===== src/rtl/cti_ram.sv =====
// ----------------------------------------------------------------------------
// cti_ram
// Generic single-port-write, single-port-read RAM with registered read data.
// ----------------------------------------------------------------------------
module cti_ram #(
    parameter int WIDTH = 8,
    parameter int DEPTH = 256
) (
    input  logic                     clk,
    input  logic                     we,
    input  logic [$clog2(DEPTH)-1:0] waddr,
    input  logic [WIDTH-1:0]         wdata,
    input  logic                     re,
    input  logic [$clog2(DEPTH)-1:0] raddr,
    output logic [WIDTH-1:0]         rdata
);

    logic [WIDTH-1:0] mem [DEPTH];

    always_ff @(posedge clk)
    begin
        if (we)
        begin
            mem[waddr] <= wdata;
        end
        if (re)
        begin
            rdata <= mem[raddr];
        end
    end

endmodule


===== config.mk =====
export PLATFORM = sky130hd
export DESIGN_NAME = cti_ram
export DESIGN_NICKNAME = d
export VERILOG_FILES = /design/src/rtl/cti_ram.sv
export SDC_FILE = /design/constraint.sdc
export NUM_CORES = 2
export LEC_CHECK = 0
export ABC_AREA = 1
export BUFFER_PORTS_ARGS = -buffer_cell sky130_fd_sc_hd__clkbuf_2
export CAP_MARGIN = 30
export CORE_MARGIN = 2
export CORE_UTILIZATION = 39
export DETAILED_ROUTE_END_ITERATION = 10
export PLACE_DENSITY_LB_ADDON = 0.1
export SYNTH_ARGS = -nofsm -noshare
export SYNTH_HDL_FRONTEND = slang
export SYNTH_SLANG_ARGS = --single-unit

===== constraint.sdc =====
create_clock -name clk -period 4.1 [get_ports clk]
set_clock_uncertainty 0.2 [all_clocks]
set_input_delay 0.615 -clock clk [delete_from_list [all_inputs] [get_ports clk]]
set_output_delay 0.615 -clock clk [all_outputs]
set_load 0.01 [all_outputs]

# Word-level counts from Yosys, hierarchy flattened
# Memories as Yosys holds them, arrays and structs flattened. A register that Yosys moved wholly into a read port is not among the register bits.
# Index checks and enable logic that the tools add are counted.
dict set report op_classes {
  n_mux 2
}
# cell n
set op_table {}
lappend op_table {{2-to-1 mux 1 bit} 2}
dict set report word_totals {
  output_inout_bits 8
  ram_bits 2048
  mem_count 1
  regBits 0
  wordCells 3
  in_bits 27
}
# name depth word_bits read_ports rd_ports_with_merged_regs wr line_no
set mem_list {}
lappend mem_list {mem 256 8 1 1 1 18} ;# logic [WIDTH-1:0] mem [DEPTH];

# Depth between registers and ports, before layout
dict set report logic_depth {
  ltp_word 2
  ltp_mapped 15
}

# Worst setup path before layout
# OpenSTA, ideal clock, no wires.
dict set report synth_path {
  kind {input to register}
  from {in we}
  to {mem mem[162][0] (enable)}
  setup_ps 370
  path_slack_ps 1794
  path_stages 4
  arrival_ps 1736
  cell_sequence {clkbuf_1 > nand3_1 > clkbuf_1 > nor2_1}
}
dict set report synth_via {
  elab_chain_cells 2
}
# element line_no
set synth_rtl {}
lappend synth_rtl {{start: declaration} 10} ;# input logic we,
lappend synth_rtl {{2-to-1 mux 1 bit} 22} ;# if (we)
lappend synth_rtl {{2-to-1 mux 1 bit (implied by the code)} 24} ;# mem[waddr] <= wdata;
lappend synth_rtl {{end: declaration} 18}
# No other way between the ends.

==> results_dict.tcl <==
set metrics [dict create \
    seqPwrFrac 0.512 \
    finalCritPeriodShare 0.722 \
    status "finished, final reports clean" \
    synth_edf_count 2056 \
    cts_resized 0 \
    grt_overflow 0 \
    htree_levels 4 \
    grt_pass1_vias 52600 \
    vias 54500 \
    drc 0 \
    relSlewSlack 0.312 \
    cp-start-kind "primary input" \
    crit_type "in2reg" \
    cellPowerDensity_mw_per_mm2 476 \
    synth_flop_cell "edfxtp_1" \
    critPathCaptureType "flop" \
    crit_fanout 92 \
    hold_buffers 1 \
    finalHoldViolCount 0 \
    hold_class "in2reg" \
    grt_pass1_wl_um 376000 \
    post-cts-setup-buffers 0 \
    ir_drop_mv 0.456 \
    dp_hpwl_um 152000 \
    nNetsFinal 7164 \
    p_int_uw 34800 \
    async_flop_share 0 \
    clk_pin_slew_ns 0.06 \
    rsz0062_at_grt "no" \
    combPwrFrac 0.062 \
    numClockSinks 2056 \
    p_sw_uw 10500 \
    setup_viol_count_final 0 \
    netlist_instances 7003 \
    synth_nets 7030 \
    area_growth_pct 14.0 \
    finalCriticalPeriod_ns 2.96 \
    clock-root-buffer "clkbuf_16" \
    synthTopCellsByCount "nand2_1, edfxtp_1, nand3_1" \
    ys_types 13 \
    clockPowerShare 0.426 \
    timing.hold.ws_ns 0.0513 \
    yosys-top-cells-area "edfxtp_1, nand3_1, nand2_1" \
    yosysMostFrequentCell "nand2_1" \
    ys_warn_count 0 \
    wirelength_um 258000 \
    core_area_sq_mm 0.213 \
    dieWidth_um 467 \
    maxSlewViolCount 0 \
    pin_count 35 \
    tightestPinTransition_ns 1.03 \
    ys_ff_latch 2056 \
    ctsLongestPathBuffers 3 \
    fillCellCount 19500 \
    grt_max_degree 164 \
    cp.arrival_ns 3.47 \
    yosysTopAreaCell "edfxtp_1" \
    tns_ns 0 \
    worstSkewPairLatency_ns 0.86 \
    numCtsBuffers 220 \
    switching_share 0.232 \
    required_ns 4.61 \
    die_area_sq_mm 0.218 \
    cts_tree "built" \
    ys_seq_area_frac 0.740 \
    antenna_found_initial 12 \
    rows 169 \
    die_h_um 467 \
    netlist.area_leader.share 0.740 \
    vias_per_cell 5.38 \
    post_drt_wl_per_cell_um 25.5 \
    start_util 0.393 \
    drtPass1Iterations 6 \
    power_leakage_uw 0.0332 \
    regToRegSetupSlack_ns 1.65 \
    grt_use_total 0.235 \
    gp_congestion 0.821 \
    io_buffers 34 \
    ant_nets 0 \
    syn_avg_cell_area_sq_um 11.9 \
    synth_area_sq_mm 0.0835 \
    drv_cap 0 \
    fmax_ghz 0.338 \
    drtIter0Drc 5583 \
    drive_gt1_frac 0.0951 \
]
registers in the layout, summed over array words and instances (netlist names):
name and count:
mem 2048, rdata 8
layer usage:
layer,GRT usage,vias to the layer above,share of wire,wire length (um)
met1,0.330,27400,0.44,114000
li1,-,25200,-,-
met2,0.375,1677,0.47,122000
met3,0.0364,307,0.059,15300
met5,0,-,0,0
met4,0.0736,0,0.030,7710
cell type report:
| type | instances | area (sq um) | area share |
|---|---|---|---|
| clock inverter | 129 | 1120 | 0.0118 |
| timing repair buffer | 395 | 3680 | 0.0386 |
| clock buffer | 271 | 5760 | 0.0605 |
| multi-input combinational | 4425 | 19200 | 0.201 |
| antenna | 3 | 7.51 | 0.0000789 |
| tap | 2821 | 3530 | 0.0371 |
| inverter | 39 | 180 | 0.00189 |
| sequential | 2056 | 61700 | 0.649 |
path summary, 6_finish.rpt:
kind | startpoint | end | cells after the start
max | raddr[0] | rdata[6] | 13
min | wdata[0] | mem[117][0] | 1
max reg2reg | mem[230][5] | rdata[5] | 10
min reg2reg | mem[13][2] | rdata[2] | 10
power groups by stage:
| stage | logic [uW] | registers (uW) | clock network [uW] |
|---|---|---|---|
| finish | 2820 | 23200 | 19300 |
| global route | 3050 | 23200 | 20400 |
| CTS | 2840 | 23200 | 19700 |
| detailed placement | 2840 | 23700 | 0 |
| global placement | 2830 | 23700 | 0 |
| floorplan | 1430 | 23600 | 0 |
cells by family (layout without fill, tap and decap cells):
logic type | after synthesis | in the layout | share of synthesized area
flops | 2056 | 2056 | 0.740
buf+inv | 522 | 834 | 0.0312
other cells | 0 | 3 | 0
simple gates | 4425 | 4425 | 0.229
layout by cell type (no fill, tap or decap), drive strengths merged:
cell and n:
bufinv 17, clkinv 105, nor2 283, inv 45
diode 3, clkinvlp 1, nand3 2019, clkbuf 292
buf 373, edfxtp 2056, dlygate4sd3 1, nand2 2123
through the flow:
step | setup WS [ns] | util | std cells | area [sq um] | total power (uW)
3_5_place_dp | 0.340 | 0.415 | 9734 | 88300 | 26500
2_1_floorplan | 1.79 | - | 7003 | 83500 | 25100
4_1_cts | 1.24 | 0.448 | 10100 | 95200 | 45700
6_report | 1.14 | 0.448 | 10100 | 95200 | 45300
3_3_place_gp | 0.298 | 0.415 | 9733 | 88300 | 26500
5_1_grt | 1.03 | 0.448 | 10100 | 95200 | 46700
critical path, cell delays in order:
cell and delay, ns:
buf_8 0.16, inv_16 0.41, buf_4 0.59, nand2_1 0.11, nand3_1 0.11, nand3_1 0.15, nand3_1 0.20, nand3_1 0.16
nand3_1 0.14, nand3_1 0.29, nand2_1 0.25, nand2_1 0.09, nand2_1 0.08
Note: power is estimated with default switching activity, not from simulation.
