$ cat config.mk
export PLATFORM = sky130hd
export DESIGN_NAME = cti_div
export DESIGN_NICKNAME = d
export VERILOG_FILES = /design/src/rtl/cti_pkg.sv /design/src/rtl/cti_div.sv
export SDC_FILE = /design/constraint.sdc
export NUM_CORES = 1
export LEC_CHECK = 0
export ABC_CLOCK_PERIOD_IN_PS = 3600
export BUFFER_PORTS_ARGS = -buffer_cell sky130_fd_sc_hd__buf_2
export CAP_MARGIN = 40
export CORE_UTILIZATION = 58
export CTS_CLUSTER_DIAMETER = 80
export CTS_CLUSTER_SIZE = 16
export DETAILED_ROUTE_END_ITERATION = 6
export PLACE_DENSITY = 0.81
export SLEW_MARGIN = 5
export SYNTH_ARGS = -nofsm -noshare
export SYNTH_HDL_FRONTEND = slang
export SYNTH_SLANG_ARGS = --single-unit
$ cat constraint.sdc
create_clock -name clk -period 3.6 [get_ports clk]
set_input_delay 0.72 -clock clk [delete_from_list [all_inputs] [get_ports clk]]
set_output_delay 0.72 -clock clk [all_outputs]
set_load 0.005 [all_outputs]
$ cat src/rtl/cti_pkg.sv
// ----------------------------------------------------------------------------
// cti_pkg
// Shared widths, codes and types of the timed cue interval lookup block.
// ----------------------------------------------------------------------------
package cti_pkg;

    localparam int TIME_W          = 31;
    localparam int LINE_W          = 16;
    localparam int SLOT_W          = 8;
    localparam int COUNT_W         = 9;
    localparam int Q_W             = 16;
    localparam int ENTRY_W         = TIME_W + LINE_W;
    localparam int MAX_ENTRIES_DEF = 256;

    // APB register map: two registers on the 32-bit data bus at byte addresses 0 and 4.
    localparam int APB_ADDR_W = 3;
    localparam int APB_DATA_W = 32;

    localparam logic CMD_WRITE = 1'b0;
    localparam logic CMD_QUERY = 1'b1;

    localparam logic REG_ENTRY_COUNT = 1'b0;
    localparam logic REG_SONG_END    = 1'b1;

    typedef struct packed {
        logic              start;
        logic [TIME_W-1:0] dividend;
        logic [TIME_W-1:0] divisor;
    } div_req_t;

    typedef struct packed {
        logic           done;
        logic [Q_W-1:0] quotient;
    } div_rsp_t;

endpackage

$ cat src/rtl/cti_div.sv
// ----------------------------------------------------------------------------
// cti_div
// Restoring divider for the Q0.16 progress fraction, one quotient bit a cycle.
// ----------------------------------------------------------------------------
module cti_div (
    input  logic              clk,
    input  logic              rst_n,
    input  cti_pkg::div_req_t req,
    output cti_pkg::div_rsp_t rsp
);

    localparam int STEPS = cti_pkg::Q_W;
    localparam int CNT_W = $clog2(STEPS);
    localparam int TW    = cti_pkg::TIME_W;

    logic                 busy_reg;
    logic                 busy_next;
    logic                 done_reg;
    logic                 done_next;
    logic [CNT_W-1:0]     cnt_reg;
    logic [CNT_W-1:0]     cnt_next;
    logic [TW-1:0]        rem_reg;
    logic [TW-1:0]        rem_next;
    logic [TW-1:0]        den_reg;
    logic [TW-1:0]        den_next;
    logic [STEPS-1:0]     quo_reg;
    logic [STEPS-1:0]     quo_next;

    logic [TW:0]          shifted;
    logic [TW:0]          diff;
    logic                 fits;
    logic                 last_step;

    // The remainder always stays below the divisor, so one doubling fits in
    // one extra bit.
    assign shifted   = {rem_reg, 1'b0};
    assign diff      = shifted - {1'b0, den_reg};
    assign fits      = shifted >= {1'b0, den_reg};
    assign last_step = cnt_reg == CNT_W'(STEPS - 1);

    always_comb
    begin
        busy_next = busy_reg;
        done_next = 1'b0;
        cnt_next  = cnt_reg;
        rem_next  = rem_reg;
        den_next  = den_reg;
        quo_next  = quo_reg;
        if (req.start)
        begin
            busy_next = 1'b1;
            cnt_next  = '0;
            rem_next  = req.dividend;
            den_next  = req.divisor;
        end
        else if (busy_reg)
        begin
            rem_next = fits ? diff[TW-1:0] : shifted[TW-1:0];
            quo_next = {quo_reg[STEPS-2:0], fits};
            cnt_next = cnt_reg + CNT_W'(1);
            if (last_step)
            begin
                busy_next = 1'b0;
                done_next = 1'b1;
            end
        end
    end

    always_ff @(posedge clk or negedge rst_n)
    begin
        if (!rst_n)
        begin
            busy_reg <= 1'b0;
            done_reg <= 1'b0;
            cnt_reg  <= '0;
        end
        else
        begin
            busy_reg <= busy_next;
            done_reg <= done_next;
            cnt_reg  <= cnt_next;
        end
    end

    always_ff @(posedge clk)
    begin
        rem_reg <= rem_next;
        den_reg <= den_next;
        quo_reg <= quo_next;
    end

    assign rsp.done     = done_reg;
    assign rsp.quotient = quo_reg;

    a_done_latency: assert property (@(posedge clk) disable iff (!rst_n)
        req.start |-> ##(STEPS + 1) done_reg)
        else $error("divider result did not appear after the fixed step count");

endmodule

# == After elaboration in Yosys (flattened, before gate mapping) ==
# Index checks and enable logic that the tools add are counted.
# op_classes
add_sub_neg,2
order_cmp,1
eq_ne,1
mux,11
bitwise,1
n_reduce_logical,2
# op_table
op,n
31-bit 2-to-1 mux,3
32-bit by 31-bit >= comparator with 1-bit output,1
31-bit subtractor,1
4-bit 2-to-1 mux,2
1-bit 2-to-1 mux,6
4-bit by 1-bit adder with 4-bit output (second input constant),1
4-bit equality test (second input constant),1
2-bit AND reduction,1
2-bit nonzero test,1
1-bit inverter,1
# word_totals
reg_bits,84
inputBits,65
out_inout_bits,17
elab_cells,24

# == Longest topological paths before layout ==
# depth
depth_word,4
depth_mapped,14
depth_no_buf,11

# == Least setup slack after synthesis ==
# No wires, ideal clock.
# synth_timing
path_type,register to register
start,register rem_reg[0]
end,"register rem_reg[10], data pin"
arrival_ns,2.668
required_time_ns,3.340
path_slack_ns,0.672
path_stages_with_launch,12
path_cell_list,edfxtp_1 -> fa_1 -> a211oi_2 -> o211ai_1 -> a21oi_2 -> o32a_2 -> a31oi_4 -> nor2_4 -> inv_2 -> buf_6 -> mux2_4 -> mux2_2
# synth_via
elab_chain_cells,4
# synth_lines
element,line_no,source
from (decl),cti_div.sv:22,logic [TW-1:0] rem_reg;
from (signal assigned),cti_div.sv:87,rem_reg <= rem_next;
31-bit subtractor / 32-bit by 31-bit >= comparator with 1-bit output (equally long branches),"cti_div.sv:37, cti_div.sv:38",
31-bit 2-to-1 mux *,cti_div.sv:58,rem_next = fits ? diff[TW-1:0] : shifted[TW-1:0];
31-bit 2-to-1 mux *,cti_div.sv:56,else if (busy_reg)
31-bit 2-to-1 mux *,cti_div.sv:49,if (req.start)
net rem_next[10],cti_div.sv:23,logic [TW-1:0] rem_next;
# Mark *: on every way through the listed nets, which the timed path passes. The rest lies on a longest branch. The select of a mux whose other input is x is not followed.
# A chain may end at the register's enable or synchronous reset.

# == Worst setup path in the final report ==
# layout_timing
start,register rem_reg[18]
end,"register rem_reg[3], data pin"
# layout_via
elab_chain_cells,4
# layout_lines
element,line_no,source
32-bit by 31-bit >= comparator with 1-bit output,cti_div.sv:38,"assign fits = shifted >= {1'b0, den_reg};"
31-bit 2-to-1 mux,cti_div.sv:58,
31-bit 2-to-1 mux,cti_div.sv:56,
31-bit 2-to-1 mux,cti_div.sv:49,
net rem_next[3],cti_div.sv:23,
# The timed path passes the listed nets, and every way through them passes these cells. The select of a mux whose other input is x is not followed.

==> out/metrics.csv <==
metric,value,unit
leakagePower,2.55,nW
synth_xor_area_frac,0.0451,
synth_most_common_cell,edfxtp_1,
synth_compound_area_frac,0.144,
finalWorstSetupSlack,0.251,ns
finClkSkew,0.00967,ns
path_class,reg2reg,
synth_fa_ha_area_frac,0.0802,
syn_area,5240,um^2
ios,82,
layout-drive-gt1-share,0.264,
numCtsBuffers,9,
initial_utilization,0.601,
die_y,97.1,um
routed_wl,10900,um
yosysUniqueCellTypes,55,
drv_cap,0,
cts_tree,yes,
critPathRequiredTime,3.73,ns
finalSetupTns,0,ns
end_kind,register,
detailed_place_hpwl,7900,um
synth_simple_gate_area_share,0.121,
synth_area_per_cell,11.3,um^2
place.gp.congestion,0.934,
peakVddDrop,400,uV
nets,639,
crit_chain,"ha_1, o21a_1, nor2_1, or3_1, o32a_2, a31oi_4, nor2_4, inv_2, mux2_2, mux2_2",
power_density,833,nW/um^2
p_clk_frac,0.137,
layout_min_cycle_time,3.35,ns
clk_pin_slew,0.10,ns
r2r_cells,10,
setup_viol,0,
die_area,9420,um^2
num_vias,3832,
gr-total-overflow,0,
relSlewSlack,0.476,
core,8720,um^2
ys_ff_latch,84,
drt_pass1_iterations,4,
ys_top_cells_by_count,"edfxtp_1, inv_1, a21oi_1",
max_freq,299,MHz
drc_errors,0,
max_stage_delay,0.52,ns
syn_inst,465,
port_buffers,81,
cts_setup_buffers,0,
yosysTopAreaCell,edfxtp_1,
fp.dieW,97.1,um
cpMaxStageDelayCell,inv_2,
grt_antenna_before_repair,0,
netlist_top_cells_area,"edfxtp_1, ha_1, mux2_4",
r2r_slack,0.25,ns
holdCritPathClass,in2async,
cts_root_buffer,clkbuf_8,
place_ws,0.286,ns
cts.path.max_buffers,2,
syn_nets,563,
cts_hold_buf,0,
worst_pin_slew,0.785,ns
swShare,0.399,
drt_iter0_drc,196,
synthFlopType,edfxtp_1,
yosys_warnings,0,
synthToLayoutAreaGrowth,12.8,%
critPathMostFrequentCell,mux2_2,
hold_ws,0.156,ns
grtUsageTotal,0.238,
async_reset_ff_frac,0.0714,
grt_pass1_wl,18000,um
cts_sinks,84,
post_drt_wl_per_cell,16.6,um
htree_levels,3,
p_switching,0.00197,W
start_kind,register,
yosysTopAreaCellShare,0.447,
antenna_left,0,
ctsResizeCount,0,
min_period_over_period,0.930,
num_rows,34,
status,"complete, no violations",
synthMuxAreaShare,0.0881,
comb_power_share,0.556,
grt_pass1_vias,3805,
insertion_delay,0.37,ns
critPathMaxFanout,22,
pwr-share-seq,0.307,
grt_max_degree,51,
finalHoldViolations,0,
cp.arrival,3.48,ns
synth-edff-count,78,
via_per_inst,5.86,
rsz0062_at_grt,false,
p_int,0.00296,W
diodes,0,
synth_top_family_by_area,compound AO/OA/AOI/OAI gates,
seq_area_frac_synth,0.475,
drv_slew,0,
==> metrics by stage <==
stage,util,instance area (um^2),total power [W],cells
after floorplan,-,5240,0.00368,465
after global placement,0.654,5710,0.00411,637
after detailed placement,0.655,5710,0.00419,638
after CTS,0.678,5920,0.00490,654
after global routing,0.678,5920,0.00526,654
final,0.678,5920,0.00493,654
==> worst paths after layout <==
path | startpoint | endpoint
min in group clk | quo_reg[14] | quo_reg[15]
worst max-delay path | rem_reg[18] | rem_reg[3]
max in group asynchronous | rst_n | cnt_reg[1]
worst max register to register | rem_reg[18] | rem_reg[3]
worst min-delay path | rst_n | done_reg
worst min register to register | quo_reg[14] | quo_reg[15]
==> kinds of logic after synthesis <==
| group | after synthesis |
|---|---|
| buffers and inverters | 57 |
| flip-flops | 84 |
| AO/OA/AOI/OAI | 113 |
| multiplexers | 37 |
| AND/OR/NAND/NOR | 114 |
| adder cells (fa/ha/maj) | 33 |
| XOR/XNOR | 27 |
==> power by group through the flow <==
stage,sequential [W],combinational [W],clock [W]
global route,0.00153,0.00300,0.000726
detailed placement,0.00153,0.00266,0
CTS,0.00151,0.00270,0.000690
global placement,0.00151,0.00259,0
floorplan,0.00148,0.00220,0
finish,0.00151,0.00274,0.000674
==> routing by layer <==
metal | wire length [um] | up-vias | part of all wire | track usage
met1 | 4870 | 1811 | 0.45 | 0.312
met5 | 0 | - | 0 | 0
met2 | 5220 | 120 | 0.48 | 0.399
met4 | 152 | 0 | 0.014 | 0.0746
li1 | - | 1887 | - | -
met3 | 611 | 14 | 0.056 | 0.0460
==> cells in the final DEF (no fill, tap or decap), drive strengths merged, types with 14 or more instances in the layout <==
master  instances
edfxtp         78
inv            39
nor3           14
a21oi          34
nor2           16
nand2          24
ha             32
xnor2          16
mux2           31
buf            86
o21ai          25
==> layout make-up <==
| cell class | instances | area [um^2] |
|---|---|---|
| multi-input cells | 324 | 2500 |
| fillers | 668 | 2810 |
| well taps | 108 | 135 |
| clock inverters | 7 | 78.8 |
| repair buffers | 86 | 445 |
| clock buffers | 9 | 124 |
| inverters | 36 | 135 |
| flip-flops and latches | 84 | 2490 |
==> critical path: cells and delay by family (launching register included) <==
kind            cells  cell delay [ns]
compound gates      3             0.60
simple gates        3             0.48
fa+ha+maj           1             0.43
buf+inv             1             0.52
flops               1             0.42
mux                 2             0.65
No activity file was read; power rests on OpenSTA's default activity.
